File: config.mk
export PLATFORM = sky130hd
export DESIGN_NAME = tkh_cell
export DESIGN_NICKNAME = d
export VERILOG_FILES = /design/src/rtl/top_k_min_heap_sum_defines.svh /design/src/rtl/tkh_pkg.sv /design/src/rtl/tkh_cell.sv
export SDC_FILE = /design/constraint.sdc
export NUM_CORES = 1
export LEC_CHECK = 0
export ABC_AREA = 1
export BUFFER_PORTS_ARGS = -buffer_cell sky130_fd_sc_hd__buf_4
export CORE_UTILIZATION = 52
export CTS_CLUSTER_SIZE = 24
export DETAILED_ROUTE_END_ITERATION = 10
export PLACE_DENSITY = 0.91
export SLEW_MARGIN = 20
export SYNTH_ARGS = -nofsm -noshare
export SYNTH_HDL_FRONTEND = slang
export SYNTH_SLANG_ARGS = --single-unit
export TNS_END_PERCENT = 5
File: constraint.sdc
create_clock -name aclk -period 15 [get_ports aclk]
set_clock_uncertainty 0.15 [all_clocks]
set_input_delay 2.25 -clock aclk [delete_from_list [all_inputs] [get_ports aclk]]
set_output_delay 2.25 -clock aclk [all_outputs]
set_load 0.02 [all_outputs]
File: src/rtl/top_k_min_heap_sum_defines.svh
// Assertion macros for the top_k_min_heap_sum block.
// Expects aclk and aresetn in the scope where a macro is used.
`ifndef TOP_K_MIN_HEAP_SUM_DEFINES_SVH
`define TOP_K_MIN_HEAP_SUM_DEFINES_SVH

// Property checked at every rising edge of aclk outside reset.
`define TKH_ASSERT(label, prop, msg) \
    label: assert property (@(posedge aclk) disable iff (!aresetn) prop) \
        else $error(msg);

// Property on the cycle after a condition.
`define TKH_ASSERT_NEXT(label, cond, prop, msg) \
    `TKH_ASSERT(label, (cond) |=> (prop), msg)

`endif

File: src/rtl/tkh_pkg.sv
// Shared constants, types and helper functions for the top-k retention block.
// No dependencies; every module file imports this package.
package tkh_pkg;

    localparam int CAPACITY = 1024;
    localparam int VAL_W    = 64;
    localparam int CNT_W    = $clog2(CAPACITY + 1);
    localparam int KEEP_W   = 11;
    localparam int LIM_W    = (CNT_W > KEEP_W) ? CNT_W : KEEP_W;
    localparam int ADDR_W   = 2;
    localparam int DATA_W   = 32;

    localparam logic             OP_INSERT       = 1'b0;
    localparam logic             OP_QUERY        = 1'b1;
    localparam logic [ADDR_W-1:0] ADDR_KEEP_COUNT = 2'd0;

    typedef struct packed {
        logic             fill;
        logic             replace;
        logic [CNT_W-1:0] count;
        logic [VAL_W-1:0] value;
    } cell_ctrl_t;

    // Limit in use: keep_count saturated to 1..CAPACITY.
    function automatic logic [CNT_W-1:0] limit_of(input logic [KEEP_W-1:0] keep);
        logic [LIM_W-1:0] k;
        k = LIM_W'(keep);
        if (k == '0) begin
            k = LIM_W'(1);
        end else if (k > LIM_W'(CAPACITY)) begin
            k = LIM_W'(CAPACITY);
        end
        return k[CNT_W-1:0];
    endfunction

endpackage

File: src/rtl/tkh_cell.sv
// One slot of the sorted retention row; holds one value and shifts with its neighbors.
// Depends on tkh_pkg for the value width and the row control struct.
module tkh_cell import tkh_pkg::*; (
    input  logic             aclk,
    input  cell_ctrl_t       ctrl,
    input  logic [CNT_W-1:0] cell_index,
    input  logic             left_le,
    input  logic [VAL_W-1:0] left_val,
    input  logic             right_lt,
    input  logic [VAL_W-1:0] right_val,
    output logic [VAL_W-1:0] val,
    output logic             le,
    output logic             lt
);

    logic [VAL_W-1:0] val_reg;
    logic [VAL_W-1:0] val_next;
    logic             occupied;

    assign occupied = cell_index < ctrl.count;
    assign le       = occupied && (val_reg <= ctrl.value);
    assign lt       = occupied && (val_reg < ctrl.value);
    assign val      = val_reg;

    // Fill opens a gap at the insertion point and shifts larger values right.
    // Replace drops the head and shifts smaller values left toward it.
    always_comb begin
        val_next = val_reg;
        if (ctrl.fill && (occupied || cell_index == ctrl.count)) begin
            if (le) begin
                val_next = val_reg;
            end else if (left_le) begin
                val_next = ctrl.value;
            end else begin
                val_next = left_val;
            end
        end else if (ctrl.replace && occupied) begin
            if (right_lt) begin
                val_next = right_val;
            end else if (lt) begin
                val_next = ctrl.value;
            end
        end
    end

    always_ff @(posedge aclk) begin
        val_reg <= val_next;
    end

endmodule

==> metrics <==
status=finished, final reports clean; design area=8450 µm²; synth warn=0; I/O pin cnt=285; # DRC=0; Cell Area, Synth=6070 µm²; antenna diode count=0; Die X=110 µm; slowest CP cell=ha_1; grt total ovfl=0; Layout area overhead=39.1%; clock input transition at the sequential cells of the worst setup and hold paths=0.06 ns; clock latency on the worst-skew pair=0.32 ns; Yosys top cell area share=31.7%; final wirelength=18,000 µm; synth unique cells=21; CTS tree=yes; minimum clock period=6.39 ns; Buf+Inv Stages, Crit Path=3; DR vias/cell=5.19; share of layout cells above drive strength 1=31.7%; RSZ-0062 raised after global routing=no; final hold viol count=0; Cells after Synth=833; Worst Setup Path Type=primary input to output pin; Final GP Congestion=0.952; Setup crit end kind=output pin; IR drop worst, VDD=0.0507 mV; gr usage total=28.8%; routed vias=6,408; final setup vio count=0; top cells by area, synth=edfxtp_1, nand2_1, ha_1; site row count=39; Worst Setup Slack, final=8.61 ns; CP Cell Sequence=buf_4 -> inv_1 -> ha_1 -> nand2_1 -> a21oi_1 -> o21ai_1 -> nand2_1 -> nor2_1 -> nand3_1 -> nor2_1 -> nand2_1 -> nand2_1 -> buf_4; # hold bufs at CTS=0; final cycle utilization of the critical path=42.6%; Detail Placement HPWL=13,800 µm; TritonCTS buffer count=9; drt first-iter violations=384; Worst setup SP type=primary input; Max clock buf depth=2; initial antenna violation count=0; Synth Flop Type=edfxtp_1; CP required=12.60 ns; Slew HR=42.8%; H-tree depth=3; Max Clk Rate=157 MHz; Hold Path Origin=val[55]; Post-CTS Setup Bufs=0; Resize count post-CTS=0; worst hold path class=flip-flop to flip-flop; CTS Root Cell=clkbuf_16; CP delay by family, top=simple AND/OR/NAND/NOR gates; Yosys top cell by area=edfxtp_1; Core ar.=11,400 µm²; Die Height=110 µm; Fill cells=914; largest net degree at the start of global routing=130; DP Area=8160 µm²; worst slew pin tran=0.857 ns; Max-Cap Viols=0; asr flop ratio synth=0%; Worst setup startpoint=ctrl[68]; static leakage=4.37 nW; first-pass GRT wire length=26,600 µm; crit path DAT=3.99 ns; Port-buffer cells=284; CP Max Fanout=4; DIE AREA=12,100 µm²; vias in the first global route=5,730; Place WS=8.61 ns; post-synthesis sequential area ratio=31.7%; register bit total from synthesis=64; Critical Path Max Stage Delay=0.30 ns; Final nets=1,382; starting density of the core=53.2%; cell mode on critical path=nand2_1; synthesized area per cell=7.29 µm²; Pwr Density=88.4 nW/µm²; drt wl/cell=14.6 µm; max reg flops=64; final setup TNS=0 ns; Crit Reg-Reg Startpoint=val[59]; slack of the worst reg-to-reg path=11.54 ns; Syn Nets=1,127; max-slew violations=0; CTS sink count=64; post-route ant nets=0; DRT Pass-1 Iters=5; Post-synth EDFFs=64
[metrics by stage]
step           hold WS, ns  util (%)  cells  total power [mW]
2_1_floorplan         1.95         -    833             0.428
3_3_place_gp          1.23      71.5   1220             0.537
3_5_place_dp          1.29      71.5   1220             0.546
4_1_cts               1.29      73.9   1235             0.750
5_1_grt               1.45      74.0   1235             0.792
6_report              1.29      74.0   1235             0.747
[report_power, final]
| group | internal (mW) | switching (mW) |
|---|---|---|
| sequential | 0.237 | 0.0154 |
| clock | 0.126 | 0.0767 |
| combinational | 0.126 | 0.166 |
[cells in the mapped netlist (7+ instances only)]
| cell type | instances |
|---|---|
| o21ai_1 | 17 |
| o21ai_2 | 45 |
| a21oi_1 | 32 |
| nand3_1 | 7 |
| clkbuf_1 | 21 |
| ha_1 | 75 |
| edfxtp_1 | 64 |
| nand2_1 | 271 |
| o21ai_0 | 137 |
| nor2_1 | 30 |
| buf_6 | 11 |
| inv_1 | 97 |
[routing by layer]
metal	up-vias	global-route usage (%)	wire length [µm]
met5	-	0	0
met3	48	6.29	1270
li1	3289	-	-
met1	2821	32.3	7200
met4	0	14.1	691
met2	250	51.3	8860
[worst reg2reg max path: cells and delay by family, from the launching register on]
kind | cells | cell delay (ns)
compound gates | 2 | 0.30
fa+ha+maj | 1 | 0.32
simple gates | 7 | 1.27
buf+inv | 2 | 0.65
flops | 1 | 0.40
[cells in the final DEF (no fill, tap or decap)]
cell type,instances
a21o_1,3
a21oi_1,32
buf_4,284
buf_6,2
bufinv_16,1
clkbuf_1,1
clkbuf_16,9
clkinv_1,1
clkinv_2,3
edfxtp_1,64
ha_1,75
inv_1,97
mux2i_1,1
nand2_1,271
nand2_4,1
nand3_1,7
nand4_1,6
nor2_1,29
nor2_4,1
nor3_1,2
o211ai_1,1
o21a_1,2
o21ai_0,137
o21ai_1,17
o21ai_2,45
[logic make-up after synthesis]
family / share of synthesized area, %
and+or+nand+nor: 20.1
AOI/OAI and AO/OA: 22.6
buffers and inverters: 10.1
adders and majority gates: 15.5
DFF: 31.7
muxes: 0.165
[final cells by class]
type | count | area [µm²] | area share [%]
clock inverters | 5 | 48.8 | 0.578
repair buffers | 286 | 2150 | 25.5
flip-flops and latches | 64 | 1920 | 22.8
well taps | 143 | 179 | 2.12
inverters | 97 | 364 | 4.31
multi-input cells | 630 | 3550 | 42.0
clock buffers | 10 | 229 | 2.71
[final timing paths]
kind              endpoint  cells after the start
setup / recovery        le                     13
hold / removal      val[5]                     10
setup reg to reg   val[23]                     12
hold reg to reg     val[5]                     10
Note: power is estimated with default switching activity, not from simulation.
