==> src/rtl/top_k_min_heap_sum_defines.svh <==
// Assertion macros for the top_k_min_heap_sum block.
// Expects aclk and aresetn in the scope where a macro is used.
`ifndef TOP_K_MIN_HEAP_SUM_DEFINES_SVH
`define TOP_K_MIN_HEAP_SUM_DEFINES_SVH

// Property checked at every rising edge of aclk outside reset.
`define TKH_ASSERT(label, prop, msg) \
    label: assert property (@(posedge aclk) disable iff (!aresetn) prop) \
        else $error(msg);

// Property on the cycle after a condition.
`define TKH_ASSERT_NEXT(label, cond, prop, msg) \
    `TKH_ASSERT(label, (cond) |=> (prop), msg)

`endif

==> src/rtl/tkh_pkg.sv <==
// Shared constants, types and helper functions for the top-k retention block.
// No dependencies; every module file imports this package.
package tkh_pkg;

    localparam int CAPACITY = 1024;
    localparam int VAL_W    = 64;
    localparam int CNT_W    = $clog2(CAPACITY + 1);
    localparam int KEEP_W   = 11;
    localparam int LIM_W    = (CNT_W > KEEP_W) ? CNT_W : KEEP_W;
    localparam int ADDR_W   = 2;
    localparam int DATA_W   = 32;

    localparam logic             OP_INSERT       = 1'b0;
    localparam logic             OP_QUERY        = 1'b1;
    localparam logic [ADDR_W-1:0] ADDR_KEEP_COUNT = 2'd0;

    typedef struct packed {
        logic             fill;
        logic             replace;
        logic [CNT_W-1:0] count;
        logic [VAL_W-1:0] value;
    } cell_ctrl_t;

    // Limit in use: keep_count saturated to 1..CAPACITY.
    function automatic logic [CNT_W-1:0] limit_of(input logic [KEEP_W-1:0] keep);
        logic [LIM_W-1:0] k;
        k = LIM_W'(keep);
        if (k == '0) begin
            k = LIM_W'(1);
        end else if (k > LIM_W'(CAPACITY)) begin
            k = LIM_W'(CAPACITY);
        end
        return k[CNT_W-1:0];
    endfunction

endpackage

==> src/rtl/tkh_apb.sv <==
// Configuration register file with an APB-style slave port.
// Depends on tkh_pkg for widths and the register address.
module tkh_apb import tkh_pkg::*; (
    input  logic              aclk,
    input  logic              aresetn,
    input  logic              psel,
    input  logic              penable,
    input  logic              pwrite,
    input  logic [ADDR_W-1:0] paddr,
    input  logic [DATA_W-1:0] pwdata,
    output logic [DATA_W-1:0] prdata,
    output logic              pready,
    output logic [KEEP_W-1:0] keep_count
);

    logic [KEEP_W-1:0] keep_count_reg;
    logic [KEEP_W-1:0] keep_count_next;

    assign pready     = 1'b1;
    assign keep_count = keep_count_reg;

    always_comb begin
        keep_count_next = keep_count_reg;
        if (psel && penable && pwrite && paddr == ADDR_KEEP_COUNT) begin
            keep_count_next = pwdata[KEEP_W-1:0];
        end
    end

    always_comb begin
        unique case (paddr)
            ADDR_KEEP_COUNT: prdata = DATA_W'(keep_count_reg);
            default:         prdata = '0;
        endcase
    end

    always_ff @(posedge aclk) begin
        if (!aresetn) begin
            keep_count_reg <= KEEP_W'(1);
        end else begin
            keep_count_reg <= keep_count_next;
        end
    end

endmodule

==> config.mk <==
export PLATFORM = sky130hd
export DESIGN_NAME = tkh_apb
export DESIGN_NICKNAME = d
export VERILOG_FILES = /design/src/rtl/top_k_min_heap_sum_defines.svh /design/src/rtl/tkh_pkg.sv /design/src/rtl/tkh_apb.sv
export SDC_FILE = /design/constraint.sdc
export NUM_CORES = 1
export LEC_CHECK = 0
export ABC_AREA = 0
export BUFFER_PORTS_ARGS = -buffer_cell sky130_fd_sc_hd__buf_2
export CORE_MARGIN = 2
export CORE_UTILIZATION = 32
export DETAILED_ROUTE_END_ITERATION = 8
export PLACE_DENSITY = 0.85
export SYNTH_ARGS = -nofsm -noshare
export SYNTH_HDL_FRONTEND = slang
export SYNTH_SLANG_ARGS = --single-unit
==> constraint.sdc <==
create_clock -name aclk -period 0.82 [get_ports aclk]
set_input_delay 0.041 -clock aclk [delete_from_list [all_inputs] [get_ports aclk]]
set_output_delay 0.041 -clock aclk [all_outputs]
set_load 0.01 [all_outputs]
==> results.json, run 1 <==
{
  "synth_cell_types": 15,
  "power.net_switching_uw": 294,
  "post_drt_wl_per_cell_microns": 9.39,
  "maximum_fanout_encountered_on_the_critical_timing_path": 2,
  "ys_seq_elements": 11,
  "cellInternalPower_uw": 810,
  "yosys_warnings": 0,
  "layout-drive-gt1-share": 0.530,
  "chipHeight_microns": 50.7,
  "dr_total_vias": 647,
  "ant_nets": 0,
  "fp.coreArea_sq_um": 2000,
  "floorplan.rows": 16,
  "critical_hold_path_startpoint": "pwdata[8]",
  "cts_buffers": 3,
  "die-width_microns": 50.7,
  "design.portCount": 83,
  "seq_power_share": 0.495,
  "r2r_slack_ns": 0.06,
  "detail_route.wirelength_mm": 1.51,
  "share_clk_of_total_power": 0.331,
  "cts_max_level": 1,
  "slew_viol_final": 0,
  "worst_clock_skew_ns": 0,
  "static-leakage-power_nw": 0.536,
  "rsz_0062_raised_after_global_routing": "true",
  "comb_power_share": 0.174,
  "timing.final.crit_period_ns": 0.907,
  "antenna-diode-count": 0,
  "status": "finished with violations",
  "drtPass1Iterations": 4,
  "layout.core_utilization": 0.515,
  "insertion_delay_ns": 0.26,
  "critical_path.endpoint_type": "output pin",
  "synth_commonest_cells": "22 x buf_4, 20 x nand2_1, 11 x dfxtp_1",
  "crit_type": "reg2out",
  "buffer_ports.inserted": 39,
  "post_synthesis_sequential_area_ratio": 0.315,
  "yosysMostFrequentCell": "buf_4",
  "area.growth.synth_to_final_pct": 47.7,
  "async_reset_ff_frac": 0,
  "grt_pass1_vias": 564,
  "ctsRootBufferMaster": "clkbuf_4",
  "hpwlAfterDp_mm": 1.07,
  "mappedNetlistArea_sq_um": 698,
  "post-route-period-util": 1.11,
  "violations_in_the_final_reports": "negative setup slack",
  "cts.sinks": 11,
  "clk_transition_reported_paths_ns": 0.07,
  "route.detailed.drc": 0,
  "synth_top_cell_by_area": "dfxtp_1",
  "largest_reg_flops": 11,
  "maximum_number_of_pins_on_one_net_before_global_route_repair": 22,
  "synthesis.area_per_instance_sq_um": 8.12,
  "clock.fmax_mhz": 1100,
  "start_util": 0.349,
  "ir_worst_vdd_mv": 0.926,
  "setup-violations-final": 13,
  "worst_ep_arrival_time_ns": 0.87,
  "critical_path_required_ns": 0.78,
  "grt_remaining_overflow": 0,
  "synth_top_cell_area_share": 0.315,
  "ys_dominant_reg_cell": "dfxtp_1",
  "critPathLaunchType": "register",
  "final_hold_viol_count": 0,
  "tritoncts": "done",
  "global_routing_usage_summed_across_all_routing_layers": 0.118,
  "synth_edf_count": 0,
  "min_path_type": "in2reg",
  "first_iter_violations": 9,
  "final.setup.worst_slack_ns": -0.0870,
  "grt_first_pass_wirelength_mm": 2.33,
  "gpl.final_weighted_congestion": 0.591,
  "crit_path_start": "keep_count[0]$_SDFFE_PN1P_",
  "nNetsFinal": 174,
  "finalPower_mw": 1.10,
  "r2r-start": "keep_count[4]$_SDFFE_PN0P_",
  "sw_frac_of_total": 0.267,
  "synthCells": 86,
  "fp.dieArea_sq_um": 2570,
  "post_synth_main_area_contributors": "dfxtp_1 32%, buf_4 24%, mux2i_1 14%",
  "antenna_violations_before_repair": 0,
  "maxCapViolations": 0,
  "route.detailed.vias_per_inst": 4.02,
  "power_per_cell_area_nw_per_um2": 1070,
  "ctsLongestPathBuffers": 2
}
cell families after synthesis:
group                  Yosys count  share of synthesized area
buffers and inverters           27                      0.274
DFF                             11                      0.315
and+or+nand+nor                 35                      0.245
AOI/OAI and AO/OA                1                     0.0108
other                            2                     0.0108
muxes                           10                      0.143
what timing repair did:
item | CTS | global route
resized for setup | 12 | 19
hold buffers | 3 | 1
hold endpoints to repair | 3 | 1
setup endpoints to repair | 11 | 14
setup buffers | 3 | 3
pin swaps | 1 | 0
layout make-up:
cell class	count	area (sq um)
Sequential cell	11	234
Fill cell	207	971
Multi-Input combinational cell	68	384
Tap cell	27	33.8
Clock buffer	4	26.3
Inverter	1	3.75
Timing Repair Buffer	50	349
placed cells by master, fill, tap and decap left out, drive strengths merged:
master,synthesis,final
nand3,1,1
o211ai,1,1
and3,1,1
buf,23,46
nand2,20,20
mux2i,10,10
inv,1,1
conb,2,22
clkbuf,3,4
dlygate4sd3,0,4
nor3,1,1
nor2,1,1
and2,11,11
dfxtp,11,11
power groups by stage:
stage	sequential, mW	clock [mW]	combinational (mW)
floorplan	0.561	0	0.173
detailed placement	0.558	0	0.161
finish	0.547	0.366	0.192
global route	0.548	0.428	0.216
CTS	0.546	0.387	0.179
global placement	0.557	0	0.156
path summary, 6_finish.rpt:
kind,to,cells past startpoint
worst max-delay path,prdata[0],3
worst min-delay path,keep_count[8]$_SDFFE_PN0P_,3
worst max register to register,keep_count[4]$_SDFFE_PN0P_,4
worst min register to register,keep_count[10]$_SDFFE_PN0P_,2
critical path, cell delays in order, from the launching register on:
cell and delay [ns]:
dfxtp_2 0.33, inv_2 0.04, nor3_2 0.09, buf_2 0.15
layer usage:
metal,GRT usage,part of all wire
met5,0,0
met4,0.0135,0
met3,0.0476,0.095
met2,0.232,0.53
met1,0.117,0.38
metrics by stage:
stage	setup slack (ns)	TNS (ns)	instance area [sq um]	cells	hold WS (ns)
after floorplan	0.0497	0	773	106	0.129
after global placement	0.00741	0	822	147	0.285
after detailed placement	-0.0489	-0.285	822	147	0.294
after CTS	-0.109	-0.878	926	157	0.00285
after global routing	-0.183	-1.28	1030	161	0.00970
final	-0.0870	-0.653	1030	161	0.0126
Power figures use the tool's default switching activity.
==> run 2, diff against run 1 <==
--- a/config.mk
+++ b/config.mk
@@ -5,12 +5,12 @@
 export SDC_FILE = /design/constraint.sdc
 export NUM_CORES = 1
 export LEC_CHECK = 0
-export ABC_AREA = 0
+export ABC_AREA = 1
 export BUFFER_PORTS_ARGS = -buffer_cell sky130_fd_sc_hd__buf_2
 export CORE_MARGIN = 2
-export CORE_UTILIZATION = 32
+export CORE_UTILIZATION = 34
 export DETAILED_ROUTE_END_ITERATION = 8
-export PLACE_DENSITY = 0.85
+export PLACE_DENSITY = 0.86
 export SYNTH_ARGS = -nofsm -noshare
 export SYNTH_HDL_FRONTEND = slang
 export SYNTH_SLANG_ARGS = --single-unit
==> run 2 against run 1 <==
  * The flow still finishes with violations (negative setup slack)
  * Critical endpoint is now prdata[3]
  * Clock skew unchanged
  * Via count rose by 13%
  * Core utilization down 6.2 points
  * Non-clock buffer count shrank 6
  * First-iteration DRC count is 78% lower
  * Fmax up 2.9%
==> results.json, run 2 <==
{
  "status": "finished with violations",
  "violations_in_the_final_reports": "negative setup slack",
  "synth_top_family_by_area": "buffers and inverters",
  "worst_hold_path.endpoint": "keep_count[0]$_SDFFE_PN1P_",
  "synth_top_cell_area_share": 0.284,
  "sw_frac_of_total": 0.288,
  "compound_cell_area_share_of_the_yosys_netlist": 0.00646,
  "critical_path.top_delay_family": "flip-flops",
  "insertion_delay_ns": 0.26,
  "chipHeight_microns": 51.7,
  "leading_cell_type_in_the_layout_fill_and_taps_excluded": "buf_2",
  "placed_area_sq_um": 922,
  "synth_top_cell_by_area": "dfxtp_1",
  "layout.cells.most_common_list": "38 x buf_2, 31 x nor2_1, 22 x conb_1",
  "worst_ep_arrival_time_ns": 0.84,
  "hpwlAfterDp_mm": 1.19,
  "power.net_switching_uw": 333,
  "maxCapViolations": 0,
  "tritoncts": "done",
  "maximum_fanout_encountered_on_the_critical_timing_path": 3,
  "fp.dieArea_sq_um": 2680,
  "detail_route.wirelength_mm": 1.57,
  "route.detailed.drc": 0,
  "seq_power_share": 0.481,
  "post_synth_main_area_contributors": "dfxtp_1 28%, buf_4 21%, nor2_1 15%",
  "largest_reg_flops": 11,
  "critical_hold_path_startpoint": "aresetn",
  "timing.reg2reg.worst_path_depth": 3,
  "route.detailed.vias_per_inst": 3.77,
  "cts_buffers": 3,
  "die-width_microns": 51.7,
  "synthCells": 122,
  "grt_first_pass_wirelength_mm": 2.35,
  "critical_path_required_ns": 0.78,
  "grt_pass1_vias": 583,
  "global_routing_usage_summed_across_all_routing_layers": 0.122,
  "preCtsSetupSlack_ns": 0.0124,
  "cts_max_level": 1,
  "synthesis.area_per_instance_sq_um": 6.35,
  "synth_edf_count": 0,
  "gpl.final_weighted_congestion": 0.655,
  "ctsRootBufferMaster": "clkbuf_4",
  "post_synthesis_sequential_area_ratio": 0.284,
  "dr_total_vias": 728,
  "start_util": 0.354,
  "final.setup.worst_slack_ns": -0.0617,
  "cpMaxStageDelayCell": "dfxtp_2",
  "async_reset_ff_frac": 0,
  "share_clk_of_total_power": 0.314,
  "design.portCount": 83,
  "drtPass1Iterations": 2,
  "ant_nets": 0,
  "post-route-period-util": 1.08,
  "ctsLongestPathBuffers": 2,
  "first_iter_violations": 2,
  "worst_clock_skew_ns": 0,
  "final_hold_viol_count": 0,
  "clk_transition_reported_paths_ns": 0.07,
  "holdPathStages": 2,
  "floorplan.rows": 17,
  "static-leakage-power_nw": 0.575,
  "comb_power_share": 0.205,
  "rsz_0062_raised_after_global_routing": "true",
  "nNetsFinal": 205,
  "r2r_slack_ns": 0.12,
  "ys_dominant_reg_cell": "dfxtp_1",
  "fill_cells": 258,
  "final_area_sq_um": 993,
  "ir_worst_vdd_mv": 0.505,
  "synth_xor_xnor_area_share": 0,
  "synth_commonest_cells": "31 x nor2_1, 22 x buf_4, 22 x inv_1",
  "mappedNetlistArea_sq_um": 774,
  "clock.fmax_mhz": 1130,
  "critical_path.endpoint_type": "output pin",
  "min_path_type": "in2reg",
  "antenna-diode-count": 0,
  "buffer_ports.inserted": 39,
  "cellInternalPower_uw": 825,
  "area.growth.synth_to_final_pct": 28.3,
  "synth_simple_gate_area_frac": 0.344,
  "cts.sinks": 11,
  "power_per_cell_area_nw_per_um2": 1170,
  "fp.coreArea_sq_um": 2190,
  "setup-violations-final": 11,
  "ys_seq_elements": 11,
  "antenna_violations_before_repair": 0,
  "yosysMostFrequentCell": "nor2_1",
  "yosys.area_share.adder": 0,
  "critical_path.reg2reg.endpoint": "keep_count[8]$_SDFFE_PN0P_",
  "r2r-start": "keep_count[8]$_SDFFE_PN0P_",
  "synth.mux.area_fraction": 0,
  "slew_viol_final": 0,
  "critPathBufInv": 2,
  "cp_cell_sequence": "inv_2 > nor2_1 > buf_2",
  "post_drt_wl_per_cell_microns": 8.11,
  "critPathLaunchType": "register",
  "timing.critical_path.slowest_cell_delay_ns": 0.35,
  "synth_cell_types": 16,
  "maximum_number_of_pins_on_one_net_before_global_route_repair": 12,
  "crit_type": "reg2out",
  "yosys_warnings": 0,
  "layout-drive-gt1-share": 0.430,
  "timing.final.crit_period_ns": 0.882,
  "grt_remaining_overflow": 0
}
## run 2: cell count changes after synthesis, moves of 2 or more
cell and change:
and2_1 -10, nor2_4 +2, nor2_1 +30, inv_1 +21, inv_2 +2, mux2i_1 -10
nand2_1 -8, nand3_1 +10, clkbuf_1 -3
## run 2: area by class of cell
type | count | area [sq um] | share of cell area
clock buffer | 4 | 26.3 | 0.0264
inverter | 24 | 90.1 | 0.0907
multi-input combinational | 82 | 354 | 0.356
sequential | 11 | 234 | 0.236
tap | 28 | 35.0 | 0.0353
timing repair buffer | 44 | 254 | 0.256
## run 2: repair_timing
action | 4_1_cts | 5_1_grt
pin swaps | 11 | 0
hold buffers | 1 | 0
resized for setup | 12 | 7
hold endpoints to repair | 1 | 0
setup buffers | 1 | 1
setup endpoints to repair | 11 | 12
## run 2: stage by stage
stage | utilization | TNS, ns | power [mW] | hold slack [ns] | cells
finish | 0.453 | -0.539 | 1.16 | 0.0711 | 193
global route | 0.453 | -1.21 | 1.24 | 0.0686 | 193
CTS | 0.447 | -0.710 | 1.18 | 0.0651 | 192
detailed placement | 0.421 | 0 | 0.796 | 0.261 | 186
global placement | 0.421 | 0 | 0.792 | 0.255 | 186
floorplan | - | 0 | 0.783 | 0.162 | 142
## run 2: power groups by stage
stage          sequential, mW  clock [mW]  combinational, mW
2_1_floorplan           0.571           0              0.212
3_3_place_gp            0.565           0              0.227
3_5_place_dp            0.566           0              0.229
4_1_cts                 0.556       0.385              0.235
5_1_grt                 0.559       0.414              0.265
6_report                0.557       0.364              0.237
## run 2: metal layers
metal	vias to the layer above	wire (microns)	track usage
met2	29	799	0.224
met5	-	0	0
met3	2	103	0.00862
met4	0	27	0.105
li1	393	-	-
met1	304	635	0.123
## run 2: kinds of logic after synthesis
kind of cell | after synthesis
flops | 11
simple gates | 59
compound gates | 1
other cells | 2
buf+inv | 49
## run 2: worst max path at each step
stage / start / endpoint / depth (start not counted)
finish: keep_count[3]$_SDFFE_PN0P_ / prdata[3] / 3
global route: keep_count[5]$_SDFFE_PN0P_ / prdata[5] / 3
CTS: keep_count[9]$_SDFFE_PN0P_ / prdata[9] / 3
detailed placement: paddr[0] / keep_count[1]$_SDFFE_PN0P_ / 6
global placement: paddr[0] / keep_count[3]$_SDFFE_PN0P_ / 6
floorplan: keep_count[10]$_SDFFE_PN0P_ / prdata[10] / 2
